**src/hdl/cmcl_pkg.sv**
```systemverilog
// ----------------------------------------------------------------------------
// cmcl_pkg
// Shared widths, state encoding and controller/datapath interface types for
// the collatz range maximum block.
// ----------------------------------------------------------------------------
package cmcl_pkg;

   localparam int VALUE_BITS = 20;
   localparam int TRAJ_BITS  = 40;
   localparam int LEN_BITS   = 10;

   localparam logic [LEN_BITS-1:0] LEN_ONE = LEN_BITS'(1);
   localparam logic [LEN_BITS-1:0] LEN_MAX = {LEN_BITS{1'b1}};

   typedef enum logic [1:0] {
      ST_IDLE,
      ST_TRAJ,
      ST_PUBLISH
   } state_type;

   // controller to datapath
   typedef struct packed {
      logic load;     // latch ordered bounds, start first trajectory
      logic step;     // one trajectory step
      logic finish;   // fold trajectory length into the running maximum
      logic advance;  // move on to the next start value
      logic publish;  // write result register
   } cmd_type;

   // datapath to controller
   typedef struct packed {
      logic traj_end;   // trajectory reached one (or zero) or left the trajectory width
      logic last_value; // current start value is the upper bound
      logic rsp_busy;   // result register holds an untaken result
   } status_type;

endpackage

```
**src/hdl/cmcl_ctrl.sv**
```systemverilog
// ----------------------------------------------------------------------------
// cmcl_ctrl
// Sequencer: walks the start values of the range and the steps of each
// trajectory by commanding the datapath.
// ----------------------------------------------------------------------------
module cmcl_ctrl
   import cmcl_pkg::*;
(
   input  logic       clock,
   input  logic       reset,
   input  logic       req_valid,
   output logic       req_ready,
   input  status_type status,
   output cmd_type    cmd
);

   state_type state_ff, state_in;

   always_ff @(posedge clock) begin
      if (reset) begin
         state_ff <= ST_IDLE;
      end else begin
         state_ff <= state_in;
      end
   end

   always_comb begin
      state_in = state_ff;
      unique case (state_ff)
         ST_IDLE: begin
            if (req_valid) begin
               state_in = ST_TRAJ;
            end
         end
         ST_TRAJ: begin
            if (status.traj_end && status.last_value) begin
               state_in = ST_PUBLISH;
            end
         end
         ST_PUBLISH: begin
            if (!status.rsp_busy) begin
               state_in = ST_IDLE;
            end
         end
         default: state_in = ST_IDLE;
      endcase
   end

   always_comb begin
      req_ready = 1'b0;
      cmd       = '0;
      unique case (state_ff)
         ST_IDLE: begin
            req_ready = 1'b1;
            cmd.load  = req_valid;
         end
         ST_TRAJ: begin
            if (status.traj_end) begin
               cmd.finish  = 1'b1;
               cmd.advance = !status.last_value;
            end else begin
               cmd.step = 1'b1;
            end
         end
         ST_PUBLISH: begin
            cmd.publish = !status.rsp_busy;
         end
         default: begin
            req_ready = 1'b0;
         end
      endcase
   end

endmodule

```
**src/hdl/cmcl_datapath.sv**
```systemverilog
// ----------------------------------------------------------------------------
// cmcl_datapath
// Range counter, trajectory register with its step adder, length counter,
// running maximum and the result register.
// ----------------------------------------------------------------------------
module cmcl_datapath
   import cmcl_pkg::*;
(
   input  logic                  clock,
   input  logic                  reset,
   input  logic [VALUE_BITS-1:0] req_bound_a,
   input  logic [VALUE_BITS-1:0] req_bound_b,
   input  cmd_type               cmd,
   output status_type            status,
   output logic                  rsp_valid,
   input  logic                  rsp_ready,
   output logic [LEN_BITS-1:0]   rsp_max_length,
   output logic                  rsp_overflow
);

   logic [VALUE_BITS-1:0] cur_ff, cur_in;
   logic [VALUE_BITS-1:0] hi_ff, hi_in;
   logic [TRAJ_BITS-1:0]  n_ff, n_in;
   logic [LEN_BITS-1:0]   len_ff, len_in;
   logic [LEN_BITS-1:0]   best_ff, best_in;
   logic                  ovf_ff, ovf_in;
   logic                  rsp_valid_ff, rsp_valid_in;
   logic [LEN_BITS-1:0]   rsp_len_ff, rsp_len_in;
   logic                  rsp_ovf_ff, rsp_ovf_in;

   logic [VALUE_BITS-1:0] lo_val;
   logic [VALUE_BITS-1:0] cur_next;
   logic                  odd;
   logic [TRAJ_BITS:0]    odd_sum;
   logic                  step_ovf;
   logic [LEN_BITS:0]     len_sum;
   logic [LEN_BITS-1:0]   len_sat;

   assign lo_val   = (req_bound_a < req_bound_b) ? req_bound_a : req_bound_b;
   assign cur_next = cur_ff + VALUE_BITS'(1);

   // odd step: n + n/2 + 1 = (3n + 1) / 2, carry out means it left the width
   assign odd      = n_ff[0];
   assign odd_sum  = {1'b0, n_ff} + {2'b00, n_ff[TRAJ_BITS-1:1]} + (TRAJ_BITS+1)'(1);
   assign step_ovf = odd && odd_sum[TRAJ_BITS];
   assign len_sum  = {1'b0, len_ff} + (odd ? (LEN_BITS+1)'(2) : (LEN_BITS+1)'(1));
   assign len_sat  = len_sum[LEN_BITS] ? LEN_MAX : len_sum[LEN_BITS-1:0];

   assign status.traj_end   = (n_ff[TRAJ_BITS-1:1] == '0) || step_ovf;
   assign status.last_value = (cur_ff == hi_ff);
   assign status.rsp_busy   = rsp_valid_ff && !rsp_ready;

   always_comb begin
      cur_in  = cur_ff;
      hi_in   = hi_ff;
      n_in    = n_ff;
      len_in  = len_ff;
      best_in = best_ff;
      ovf_in  = ovf_ff;
      if (cmd.load) begin
         cur_in  = lo_val;
         hi_in   = (req_bound_a < req_bound_b) ? req_bound_b : req_bound_a;
         n_in    = {{(TRAJ_BITS-VALUE_BITS){1'b0}}, lo_val};
         len_in  = LEN_ONE;
         best_in = '0;
         ovf_in  = 1'b0;
      end
      if (cmd.step) begin
         n_in   = odd ? odd_sum[TRAJ_BITS-1:0] : {1'b0, n_ff[TRAJ_BITS-1:1]};
         len_in = len_sat;
      end
      if (cmd.finish) begin
         best_in = (len_ff > best_ff) ? len_ff : best_ff;
         ovf_in  = ovf_ff || step_ovf;
      end
      if (cmd.advance) begin
         cur_in = cur_next;
         n_in   = {{(TRAJ_BITS-VALUE_BITS){1'b0}}, cur_next};
         len_in = LEN_ONE;
      end
   end

   always_comb begin
      rsp_valid_in = rsp_valid_ff;
      rsp_len_in   = rsp_len_ff;
      rsp_ovf_in   = rsp_ovf_ff;
      if (rsp_valid_ff && rsp_ready) begin
         rsp_valid_in = 1'b0;
      end
      if (cmd.publish) begin
         rsp_valid_in = 1'b1;
         rsp_len_in   = best_ff;
         rsp_ovf_in   = ovf_ff;
      end
   end

   always_ff @(posedge clock) begin
      if (reset) begin
         rsp_valid_ff <= 1'b0;
      end else begin
         rsp_valid_ff <= rsp_valid_in;
      end
   end

   always_ff @(posedge clock) begin
      cur_ff     <= cur_in;
      hi_ff      <= hi_in;
      n_ff       <= n_in;
      len_ff     <= len_in;
      best_ff    <= best_in;
      ovf_ff     <= ovf_in;
      rsp_len_ff <= rsp_len_in;
      rsp_ovf_ff <= rsp_ovf_in;
   end

   assign rsp_valid      = rsp_valid_ff;
   assign rsp_max_length = rsp_len_ff;
   assign rsp_overflow   = rsp_ovf_ff;

   // result register must never be overwritten while a transfer is pending
   assert property (@(posedge clock) disable iff (reset)
      cmd.publish |-> !(rsp_valid_ff && !rsp_ready))
      else $error("publish while result still pending");

   // a new trajectory starts from the start value with length one
   assert property (@(posedge clock) disable iff (reset)
      (cmd.load || cmd.advance) |=>
         (len_ff == LEN_ONE) && (n_ff == {{(TRAJ_BITS-VALUE_BITS){1'b0}}, cur_ff}))
      else $error("trajectory not seeded from start value");

   // advancing only happens below the upper bound
   assert property (@(posedge clock) disable iff (reset)
      cmd.advance |-> (cur_ff != hi_ff))
      else $error("advance past upper bound");

   // step and finish are exclusive
   assert property (@(posedge clock) disable iff (reset)
      !(cmd.step && cmd.finish))
      else $error("step and finish in one cycle");

endmodule

```
**src/hdl/collatz_max_cycle_length_top.sv**
```systemverilog
// Sequence: a load, then for each start value in the range the trajectory
//   steps plus a closing step, then the result write (held while busy).
// Throughput: one range at a time; the single-step trajectory adder sets the rate.
// A new range is taken while the previous result still waits to be taken.
// Reset (synchronous, active high) clears the sequencer and result valid only.
// ----------------------------------------------------------------------------
// collatz_max_cycle_length_top
// Greatest collatz cycle length over an inclusive range of start values.
// ----------------------------------------------------------------------------
module collatz_max_cycle_length_top
   import cmcl_pkg::*;
(
   input  logic                  clock,
   input  logic                  reset,
   input  logic                  req_valid,
   output logic                  req_ready,
   input  logic [VALUE_BITS-1:0] req_bound_a,
   input  logic [VALUE_BITS-1:0] req_bound_b,
   output logic                  rsp_valid,
   input  logic                  rsp_ready,
   output logic [LEN_BITS-1:0]   rsp_max_length,
   output logic                  rsp_overflow
);

   cmd_type    cmd;
   status_type status;

   cmcl_ctrl u_ctrl (
      .clock     (clock),
      .reset     (reset),
      .req_valid (req_valid),
      .req_ready (req_ready),
      .status    (status),
      .cmd       (cmd)
   );

   cmcl_datapath u_datapath (
      .clock          (clock),
      .reset          (reset),
      .req_bound_a    (req_bound_a),
      .req_bound_b    (req_bound_b),
      .cmd            (cmd),
      .status         (status),
      .rsp_valid      (rsp_valid),
      .rsp_ready      (rsp_ready),
      .rsp_max_length (rsp_max_length),
      .rsp_overflow   (rsp_overflow)
   );

endmodule
```
**config.mk**
```make
export PLATFORM = sky130hd
export DESIGN_NAME = collatz_max_cycle_length_top
export DESIGN_NICKNAME = d
export VERILOG_FILES = /design/src/hdl/cmcl_pkg.sv /design/src/hdl/cmcl_ctrl.sv /design/src/hdl/cmcl_datapath.sv /design/src/hdl/collatz_max_cycle_length_top.sv
export SDC_FILE = /design/constraint.sdc
export NUM_CORES = 1
export LEC_CHECK = 0
export ABC_AREA = 1
export BUFFER_PORTS_ARGS = -buffer_cell sky130_fd_sc_hd__buf_2
export CAP_MARGIN = 30
export CORE_MARGIN = 3
export CORE_UTILIZATION = 53
export DETAILED_ROUTE_END_ITERATION = 7
export GPL_TIMING_DRIVEN = 0
export MAX_ROUTING_LAYER = met4
export PLACE_DENSITY = 0.71
export SYNTH_ARGS = -nofsm -noshare
export SYNTH_HDL_FRONTEND = slang
export SYNTH_HIERARCHICAL = 1
export SYNTH_SLANG_ARGS = --single-unit
```
**constraint.sdc**
```tcl
create_clock -name clock -period 5.15 [get_ports clock]
set_input_delay 0.515 -clock clock [delete_from_list [all_inputs] [get_ports clock]]
set_output_delay 0.515 -clock clock [all_outputs]
set_load 0.01 [all_outputs]
```
* Word level (Yosys, flattened, before mapping) *
Index checks and enable logic that the tools add are counted.

word-level totals
  flip-flop bits (word level) = 115
  input bits = 44
  output and inout bits = 13
  logic and storage cells = 71

operators by class
  $add $sub $neg = 4
  $lt $le $gt $ge = 2
  eq/ne operators = 7
  muxes and demuxes = 29
  reductions and logical operators = 18

operator list
  kind                                                                     number
  40-bit 2-to-1 mux                                                        3
  20-bit 2-to-1 mux                                                        5
  10-bit 2-to-1 mux                                                        6
  40-bit by 39-bit adder with 41-bit output                                1
  41-bit by 1-bit adder with 41-bit output, second input constant          1
  39-bit logical NOT                                                       1
  20-bit by 1-bit adder with 20-bit output, second input constant          1
  20-bit equality test                                                     1
  20-bit < comparator                                                      1
  10-bit by 11-bit adder with 11-bit output                                1
  10-bit greater-than comparator                                           1
  2-bit 2-to-1 mux                                                         5
  1-bit 2-to-1 mux                                                         8
  2-bit nonzero test                                                       4
  2-bit one-hot mux with 3 select lines                                    1
  1-bit logical AND                                                        4
  2-bit by 1-bit inequality test with 1-bit output, second input constant  2
  2-bit inequality test, second input constant                             2
  1-bit logical NOT                                                        3
  3-bit 2-to-1 mux                                                         1
  3-bit AND reduction                                                      1
  3-bit nonzero test                                                       1
  2-bit by 1-bit equality test with 1-bit output, second input constant    1
  2-bit equality test, second input constant                               1
  other kinds (3)                                                          4

* Depth between registers and ports, before layout *
Gate-level depths: netlist of run 1.

  depth in word-level cells = 8
  gate-level depth with buffers = 21
  mapped depth without buffers = 20

* By module *
The synthesis of run 1 kept the hierarchy.

by module, submodules not included
  module         times used  cells each  area an instance (µm²)  sequential area each (µm²)
  cmcl_datapath  1           1,528       10,060.9                3,083.0
  cmcl_ctrl      1           21          137.6                   40.0

* Worst setup path before layout of run 1 *
No wires, ideal clock.

  kind = register to register
  start = reg u_datapath.n_ff[0]
  end = reg u_datapath.len_ff[2]
  library setup time = 0.117 ns
  data arrival time = 3.866 ns
  data required time = 5.033 ns
  slack = 1.167 ns
  stages on the path, launching flop included = 22
  buffers on the path = 2
  clock period less this slack = 3.983 ns
  cells stage by stage = edfxtp_1 buf_2 nor2_4 fa_1 inv_1 nand3_1 nand3_1 nand2_1 nand3_1 nand4_1 nand3_1 nand2_1 o21ai_0 inv_1 nor3_2 buf_2 inv_1 nand2_1 nor2_1 inv_1 o21ai_0 a22o_1

RTL lines
  what                    line                  text
  from (decl)             cmcl_datapath.sv:23   logic [TRAJ_BITS-1:0] n_ff, n_in;
  from (signal assigned)  cmcl_datapath.sv:108  n_ff <= n_in;
  to (signal assigned)    cmcl_datapath.sv:109  len_ff <= len_in;
  to (decl)               cmcl_datapath.sv:24   logic [LEN_BITS-1:0] len_ff, len_in;

==> results of run 1 <==
[sequential cells by signal, summed over array words and instances, names as in the netlist]
| name | flops |
|---|---|
| u_datapath/rsp_valid | 1 |
| u_datapath/best_ff | 10 |
| u_ctrl/state_ff | 2 |
| u_datapath/len_ff | 10 |
| u_datapath/rsp_max_length | 10 |
| u_datapath/cur_ff | 20 |
| u_datapath/rsp_overflow | 1 |
| u_datapath/hi_ff | 20 |
| u_datapath/n_ff | 40 |
| u_datapath/ovf_ff | 1 |
[metrics by stage]
step | std cells | setup WS [ns] | cell area (µm²) | setup TNS (ns) | hold slack, ns
6_report | 1899 | 0.435 | 11400 | 0 | 0.274
3_5_place_dp | 1865 | -0.287 | 10800 | -1.91 | 0.439
2_1_floorplan | 1549 | 1.17 | 10200 | 0 | 0.426
3_3_place_gp | 1865 | -0.283 | 10800 | -1.44 | 0.439
5_1_grt | 1899 | 0.173 | 11400 | 0 | 0.274
4_1_cts | 1897 | 0.356 | 11400 | 0 | 0.268
[logic make-up after synthesis]
group / after synthesis / synth area share [%]
compound gates: 232 / 12.2
xor+xnor: 24 / 2.06
fa+ha+maj: 92 / 11.4
buf+inv: 313 / 11.9
flops: 115 / 30.6
simple gates: 773 / 31.8
[timing repair]
action	4_1_cts	5_1_grt
cloned	0	1
endpoints found under the setup margin	27	27
pin swaps	0	0
setup buffers	0	0
gates resized for setup	2	2
[critical path: stages (launching register included)]
cell and delay, ns:
edfxtp_1 0.41, buf_2 0.23, nor2_4 0.17, fa_1 0.23, inv_1 0.08, nand3_1 0.07, nand3_1 0.16, nand2_1 0.10
nand3_1 0.18, nand4_1 0.14, nand3_1 0.18, nand2_1 0.15, o21ai_0 0.19, nor2_1 0.43, inv_1 0.24, nor2_2 0.47
inv_1 0.29, clkbuf_1 0.36, a21oi_1 0.21, o21ai_0 0.15, nand3_1 0.11
[layout by cell type (no fill, tap or decap), drive strengths merged, types with 2 or more instances in the layout]
cell type and n:
fa 2, buf 77, inv 290, clkinvlp 3, or2 9, edfxtp 82, nand3b 3, bufinv 2
xnor2 12, a22o 2, xor2 12, clkinv 2, clkbuf 29, nand4 21, o21ai 94, nor3b 3
o21bai 6, a21o 8, nand2 485, nor2 121, nand3 116, ha 90, o21a 3, a21oi 113
dfxtp 33, nor3 12, a21boi 2
[area by class of cell]
cell class / count / area (µm²)
repair inverters: 1 / 7.51
clock inverters: 15 / 183
repair buffers: 57 / 288
well taps: 260 / 325
multi-input cells: 1121 / 5860
plain buffers: 32 / 164
fillers: 1814 / 7390
flip-flops and latches: 115 / 3120
clock buffers: 17 / 425
inverters: 281 / 1060
[routing by layer]
metal | share of wire [%] | vias to the layer above | wire length, µm
met3 | 5.9 | 28 | 1660
met5 | 0 | - | 0
met2 | 44 | 331 | 12400
li1 | - | 5122 | -
met4 | 1.7 | 0 | 487
met1 | 49 | 4445 | 13800
[power groups by stage]
stage,Clock [W],Combinational (W),Sequential [W]
floorplan,0,0.00124,0.00124
detailed placement,0,0.00165,0.00129
CTS,0.00125,0.00166,0.00127
global route,0.00129,0.00192,0.00129
finish,0.00123,0.00169,0.00127
global placement,0,0.00163,0.00128
[worst min path at each step]
| stage | startpoint | depth (start not counted) | endpoint |
|---|---|---|---|
| 6_report | reset | 2 | u_ctrl/state_ff[0]$_SDFFE_PP0P_ |
| 5_1_grt | reset | 2 | u_ctrl/state_ff[0]$_SDFFE_PP0P_ |
| 4_1_cts | reset | 2 | u_ctrl/state_ff[0]$_SDFFE_PP0P_ |
| 3_5_place_dp | u_datapath/best_ff[3]$_SDFFCE_PN0P_ | 0 | u_datapath/rsp_max_length[3]$_DFFE_PP_ |
| 3_3_place_gp | u_datapath/best_ff[3]$_SDFFCE_PN0P_ | 0 | u_datapath/rsp_max_length[3]$_DFFE_PP_ |
| 2_1_floorplan | u_datapath/best_ff[1]$_SDFFCE_PN0P_ | 0 | u_datapath/rsp_max_length[1]$_DFFE_PP_ |
==> results.sh, run 1 <==
export IMPL_finalNetCount=1762
export IMPL_numClockSinks=115
export IMPL_drt_total_wl_mm=28.3
export IMPL_proportion_of_power_drawn_by_flip_flops_and_latches_pct=30.3
export IMPL_arrival_ns=4.99
export IMPL_power_total_w=0.00420
export IMPL_globalRouteTotalUtil_pct=28.1
export IMPL_worst_setup_path_endpoint="u_datapath/n_ff[18]$_DFFE_PP_"
export IMPL_globalRoute_totalOverflow=0
export IMPL_synth_most_common_cell="nand2_1"
export IMPL_finalCoreUtilization_pct=60.7
export IMPL_post_synth_edffs=82
export IMPL_post_route_period_util_pct=91.6
export IMPL_top_level_ports=57
export IMPL_cell_internal_pwr_w=0.00245
export IMPL_gr_usage_met3_pct=3.45
export IMPL_status="finished clean"
export IMPL_area_delta_synth_final_pct=12.1
export IMPL_detail_route_antenna_nets=0
export IMPL_power_density_nw_per_um2=367
export IMPL_synth_net_count=1685
export IMPL_number_of_antenna_violations_at_the_first_check_in_global_routing=0
export IMPL_worst_slew_pin_slew_ns=0.938
export IMPL_p_leak_nw=5.89
export IMPL_largest_fanout_of_any_net_on_the_critical_path=10
export IMPL_endpoint_kind="flop"
export IMPL_timing_critical_path_from_type="flop"
export IMPL_htreeDepth=4
export IMPL_buffer_ports_inserted=56
export IMPL_route_detailed_vias_per_inst=5.23
export IMPL_ratio_of_cells_with_drive_above_1_in_the_final_layout_pct=8.36
export IMPL_count_of_mapped_cells_out_of_synthesis=1549
export IMPL_regToRegStartpoint="u_datapath/n_ff[0]$_DFFE_PP_"
export IMPL_synthArstFlopShare_pct=0
export IMPL_area_of_the_die_um2=20900
export IMPL_drv_slew=0
export IMPL_diodes=0
export IMPL_crit_path_start="u_datapath/n_ff[0]$_DFFE_PP_"
export IMPL_initial_core_util_pct=54.2
export IMPL_cts_root_buf="clkbuf_16"
export IMPL_grtUsageMet1_pct=39.5
export IMPL_finalCriticalPeriod_ns=4.71
export IMPL_die_h_um=145
export IMPL_post_dp_hpwl_mm=22.5
export IMPL_power_ir_vdd_worst_uv=236
export IMPL_postSynth_topFlopCell="edfxtp_1"
export IMPL_share_of_yosys_cell_area_claimed_by_the_top_area_cell_type_pct=24.1
export IMPL_synthTopCellsByCount="482 x nand2_1, 275 x inv_1, 114 x nor2_1"
export IMPL_rrSetupSlack_ns=0.44
export IMPL_yosys_register_bits=115
export IMPL_clk_path_buf_depth=2
export IMPL_chipWidth_um=145
export IMPL_finalWeightedCongestion=0.940
export IMPL_synth_area_leader_cell="edfxtp_1"
export IMPL_vias=9926
export IMPL_drt_iter0_drc=825
export IMPL_synth_seq_area_share_pct=30.6
export IMPL_maxSlewHeadroom_pct=37.1
export IMPL_critPathKind="flop to flop"
export IMPL_ys_warnings_count=6
export IMPL_synth_area_top_cells="edfxtp_1 24%, nand2_1 18%, ha_1 11%"
export IMPL_synthesis_area_um2=10200
export IMPL_worst_r2r_cell_count=20
export IMPL_num_rows=50
export IMPL_drcViolationCount=0
export IMPL_netSwitchingPower_w=0.00175
export IMPL_drv_cap=0
export IMPL_synth_cell_type_count=45
export IMPL_timing_final_setup_violations=0
export IMPL_holdCritPathClass="input pin to flop"
export IMPL_number_of_detailed_routing_iterations_run_before_antenna_repair=6
export IMPL_hold_violations=0
export IMPL_grt_busiest_layer="met2"
export IMPL_clock_skew_ns=0.0168
export IMPL_routed_wire_length_per_instance_um=14.9
export IMPL_cts_hold_fix_buffers=0
export IMPL_regToRegEndpoint="u_datapath/n_ff[18]$_DFFE_PP_"
export IMPL_cts_made_buffers=17
export IMPL_relative_contribution_of_the_clock_network_to_total_power_pct=29.4
export IMPL_worst_setup_hold_path_clk_slew_ns=0.06
export IMPL_p_comb_share_pct=40.2
export IMPL_grt_pass1_vias=8956
export IMPL_gr_usage_met2_pct=43.3
export IMPL_cp_data_required_time_ns=5.43
export IMPL_grt_pass1_wl_mm=44.9
export IMPL_power_switching_share_pct=41.6
export IMPL_core_region_area_um2=18800
export IMPL_cts_tree="done"
export IMPL_grt_setup_unrepaired="false"
export IMPL_clk_latency_ns=0.42
export IMPL_grt_start_max_net_pins=28
export IMPL_syn_area_per_cell_um2=6.58
export IMPL_timing_fmax_ghz=0.212
(Power assumes the default switching activity.)
==> run 2: changes to the inputs <==
--- a/config.mk
+++ b/config.mk
@@ -6,7 +6,7 @@
 export NUM_CORES = 1
 export LEC_CHECK = 0
 export ABC_AREA = 1
-export BUFFER_PORTS_ARGS = -buffer_cell sky130_fd_sc_hd__buf_2
+export BUFFER_PORTS_ARGS = -buffer_cell sky130_fd_sc_hd__buf_4
 export CAP_MARGIN = 30
 export CORE_MARGIN = 3
 export CORE_UTILIZATION = 53
@@ -16,5 +16,4 @@
 export PLACE_DENSITY = 0.71
 export SYNTH_ARGS = -nofsm -noshare
 export SYNTH_HDL_FRONTEND = slang
-export SYNTH_HIERARCHICAL = 1
 export SYNTH_SLANG_ARGS = --single-unit
==> run 2 against run 1 <==
Sequential power rose by 6%. Utilization rose by 1.5 points. Clock-buffer cell count rose by 6. Clock skew fell by 0.0024 ns. Critical path depth fell by 4. Power rose by 13%. Die area fell by 0.87%. Maximum frequency rose by 19%. Sequential cell count did not move. Global-route usage rose by 0.093 points. Non-clock buffer count rose by 7. Clock power fell by 8%. Largest power group unchanged. Highest routed layer unchanged.
==> results.sh, run 2 <==
export IMPL_detail_route_antenna_nets=0
export IMPL_drv_cap=0
export IMPL_layout_filler_cells=1732
export IMPL_cts_made_buffers=17
export IMPL_p_leak_nw=5.56
export IMPL_number_of_detailed_routing_iterations_run_before_antenna_repair=5
export IMPL_vias=9719
export IMPL_route_detailed_vias_per_inst=5.40
export IMPL_share_of_yosys_cell_area_claimed_by_the_top_area_cell_type_pct=24.4
export IMPL_endpoint_kind="flop"
export IMPL_ratio_of_cells_with_drive_above_1_in_the_final_layout_pct=9.03
export IMPL_synth_net_count=1619
export IMPL_largest_register_ff_count=40
export IMPL_die_h_um=144
export IMPL_power_total_w=0.00474
export IMPL_htreeDepth=4
export IMPL_maxSlewHeadroom_pct=37.2
export IMPL_ys_warnings_count=0
export IMPL_worst_setup_hold_path_clk_slew_ns=0.06
export IMPL_grt_pass1_wl_mm=45.1
export IMPL_count_of_mapped_cells_out_of_synthesis=1483
export IMPL_worst_slew_pin_slew_ns=0.936
export IMPL_post_cts_setup_buffer_count=0
export IMPL_diodes=0
export IMPL_finalNetCount=1695
export IMPL_synthesis_area_um2=10100
export IMPL_worstHoldPathCells=3
export IMPL_finalWeightedCongestion=1.00
export IMPL_largest_registers="u_datapath.n_ff x40, u_datapath.cur_ff x20, u_datapath.hi_ff x20"
export IMPL_power_ir_vdd_worst_uv=266
export IMPL_ctsResizeCount=0
export IMPL_num_rows=49
export IMPL_synthTopCellsByCount="450 x nand2_1, 218 x inv_1, 107 x nor2_1"
export IMPL_drcViolationCount=0
export IMPL_worst_r2r_cell_count=16
export IMPL_globalRouteTotalUtil_pct=28.2
export IMPL_yosys_register_bits=115
export IMPL_globalRoute_totalOverflow=0
export IMPL_numClockSinks=115
export IMPL_layout_cells_most_common_list="450 x nand2_1, 218 x inv_1, 107 x nor2_1"
export IMPL_grt_start_max_net_pins=30
export IMPL_holdCritPathClass="input pin to flop"
export IMPL_top_level_ports=57
export IMPL_routed_wire_length_per_instance_um=15.4
export IMPL_critPathKind="flop to flop"
export IMPL_drt_iter0_drc=710
export IMPL_synth_area_top_cells="edfxtp_1 24%, nand2_1 17%, ha_1 11%"
export IMPL_cp_data_required_time_ns=5.09
export IMPL_area_of_the_die_um2=20800
export IMPL_fin_ws_ns=1.19
export IMPL_timing_critical_path_from_type="flop"
export IMPL_synth_most_common_cell="nand2_1"
export IMPL_pre_cts_ws_ns=1.18
export IMPL_arrival_ns=3.90
export IMPL_grt_setup_unrepaired="false"
export IMPL_fin_tns_setup_ns=0
export IMPL_post_synth_edffs=82
export IMPL_drv_slew=0
export IMPL_synthArstFlopShare_pct=0
export IMPL_hold_start="req_bound_a[15]"
export IMPL_timing_final_setup_violations=0
export IMPL_post_route_period_util_pct=76.9
export IMPL_clk_latency_ns=0.42
export IMPL_power_density_nw_per_um2=416
export IMPL_postSynth_topFlopCell="edfxtp_1"
export IMPL_synth_area_leader_cell="edfxtp_1"
export IMPL_syn_area_per_cell_um2=6.81
export IMPL_grt_pass1_vias=9120
export IMPL_total_area_of_sequential_cells_um2=3120
export IMPL_timing_fmax_ghz=0.253
export IMPL_synth_cell_type_count=47
export IMPL_worst_hold_path_endpoint="u_datapath.hi_ff[15]$_DFFE_PP_"
export IMPL_finalCriticalPeriod_ns=3.96
export IMPL_status="finished clean"
export IMPL_buffer_ports_inserted=56
export IMPL_chipWidth_um=144
export IMPL_regToRegStartpoint="u_datapath.n_ff[0]$_DFFE_PP_"
export IMPL_largest_fanout_of_any_net_on_the_critical_path=20
export IMPL_cts_root_buf="clkbuf_16"
export IMPL_area_delta_synth_final_pct=12.8
export IMPL_regToRegEndpoint="u_datapath.cur_ff[8]$_DFFE_PP_"
export IMPL_final_common_cell="nand2_1"
export IMPL_cts_tree="done"
export IMPL_cts_hold_fix_buffers=0
export IMPL_synth_seq_area_share_pct=30.9
export IMPL_drt_total_wl_mm=27.7
export IMPL_hold_violations=0
export IMPL_number_of_antenna_violations_at_the_first_check_in_global_routing=0
export IMPL_rrSetupSlack_ns=1.19
export IMPL_clk_path_buf_depth=2
export IMPL_core_region_area_um2=18300
export IMPL_post_dp_hpwl_mm=22.5
export IMPL_regMostFlops="u_datapath.n_ff"
export IMPL_initial_core_util_pct=55.1
export IMPL_multi_input_gate_area_in_the_final_layout_um2=5940
export IMPL_clock_skew_ns=0.0144
==> run 2: cell count changes in the layout (fill, tap and decap cells not counted), sizes merged, moves of 6 or more <==
cell and change:
nand4 +23, xor2 +11, a21o -7, nand3b +6, nor2 -11, nand3 -15, o21ai +36, inv -65
clkbuf +12, xnor2 +6, nand2 -29, a21oi -42
==> run 2: cell type report <==
cell class                 count  area share (%)
clock inverter                 9           0.560
multi-input combinational   1108            52.1
tap                          229            2.51
sequential                   115            27.4
timing repair buffer          57            3.75
inverter                     221            7.30
clock buffer                  23            4.48
buffer                        39            1.88
==> run 2: metrics by stage <==
| stage | instance area, µm² | utilization [%] | hold slack (ns) | instances |
|---|---|---|---|---|
| floorplan | 10100 | - | 0.426 | 1483 |
| global placement | 10800 | 59.0 | 0.434 | 1768 |
| detailed placement | 10800 | 59.1 | 0.433 | 1769 |
| CTS | 11400 | 62.2 | 0.394 | 1801 |
| global route | 11400 | 62.2 | 0.415 | 1801 |
| finish | 11400 | 62.2 | 0.404 | 1801 |
==> run 2: worst max-delay path by stage <==
stage                                       startpoint                             endpoint  slack [ns]  depth (start not counted)
after floorplan           u_datapath.n_ff[1]$_DFFE_PP_       u_datapath.cur_ff[0]$_DFFE_PP_        2.23                         16
after global placement    u_datapath.n_ff[0]$_DFFE_PP_  u_datapath.best_ff[9]$_SDFFCE_PN0P_        1.16                         15
after detailed placement  u_datapath.n_ff[0]$_DFFE_PP_       u_datapath.cur_ff[3]$_DFFE_PP_        1.18                         16
after CTS                 u_datapath.n_ff[0]$_DFFE_PP_      u_datapath.cur_ff[13]$_DFFE_PP_        1.19                         16
after global routing      u_datapath.n_ff[0]$_DFFE_PP_       u_datapath.cur_ff[8]$_DFFE_PP_        0.93                         16
final                     u_datapath.n_ff[0]$_DFFE_PP_       u_datapath.cur_ff[8]$_DFFE_PP_        1.19                         16
==> run 2: worst max-delay path, stage by stage, from the launching register on <==
cell,delay (ns)
edfxtp_1,0.52
nor2_1,0.20
inv_1,0.10
fa_1,0.46
nand3_1,0.11
nand3_2,0.16
nand2_1,0.14
nand2_2,0.10
nand2_1,0.09
nand3_2,0.13
nand2_1,0.09
nand2_1,0.17
nand2_2,0.14
nand2_2,0.09
nand2_2,0.15
buf_2,0.24
nand2_1,0.58
==> run 2: report_power, final <==
group / internal (W) / switching (W) / total (W)
sequential: 0.00117 / 0.000177 / 0.00135
clock: 0.000701 / 0.000431 / 0.00113
combinational: 0.000787 / 0.00147 / 0.00226
==> run 2: cells by family (layout without fill, tap and decap cells) <==
family	count (synthesis)	after routing	synth area share, %
fa+ha+maj	92	92	11.5
buf+inv	260	349	10.4
flops	115	115	30.9
xor+xnor	41	41	3.55
compound gates	220	220	11.7
simple gates	755	755	31.9
==> run 2: routing by layer <==
| metal | part of all wire, % | vias to the layer above | track usage [%] |
|---|---|---|---|
| li1 | - | 4992 | - |
| met1 | 49 | 4393 | 39.4 |
| met2 | 44 | 292 | 43.6 |
| met3 | 4.8 | 42 | 3.41 |
| met4 | 2.1 | 0 | 7.93 |
| met5 | 0 | - | - |
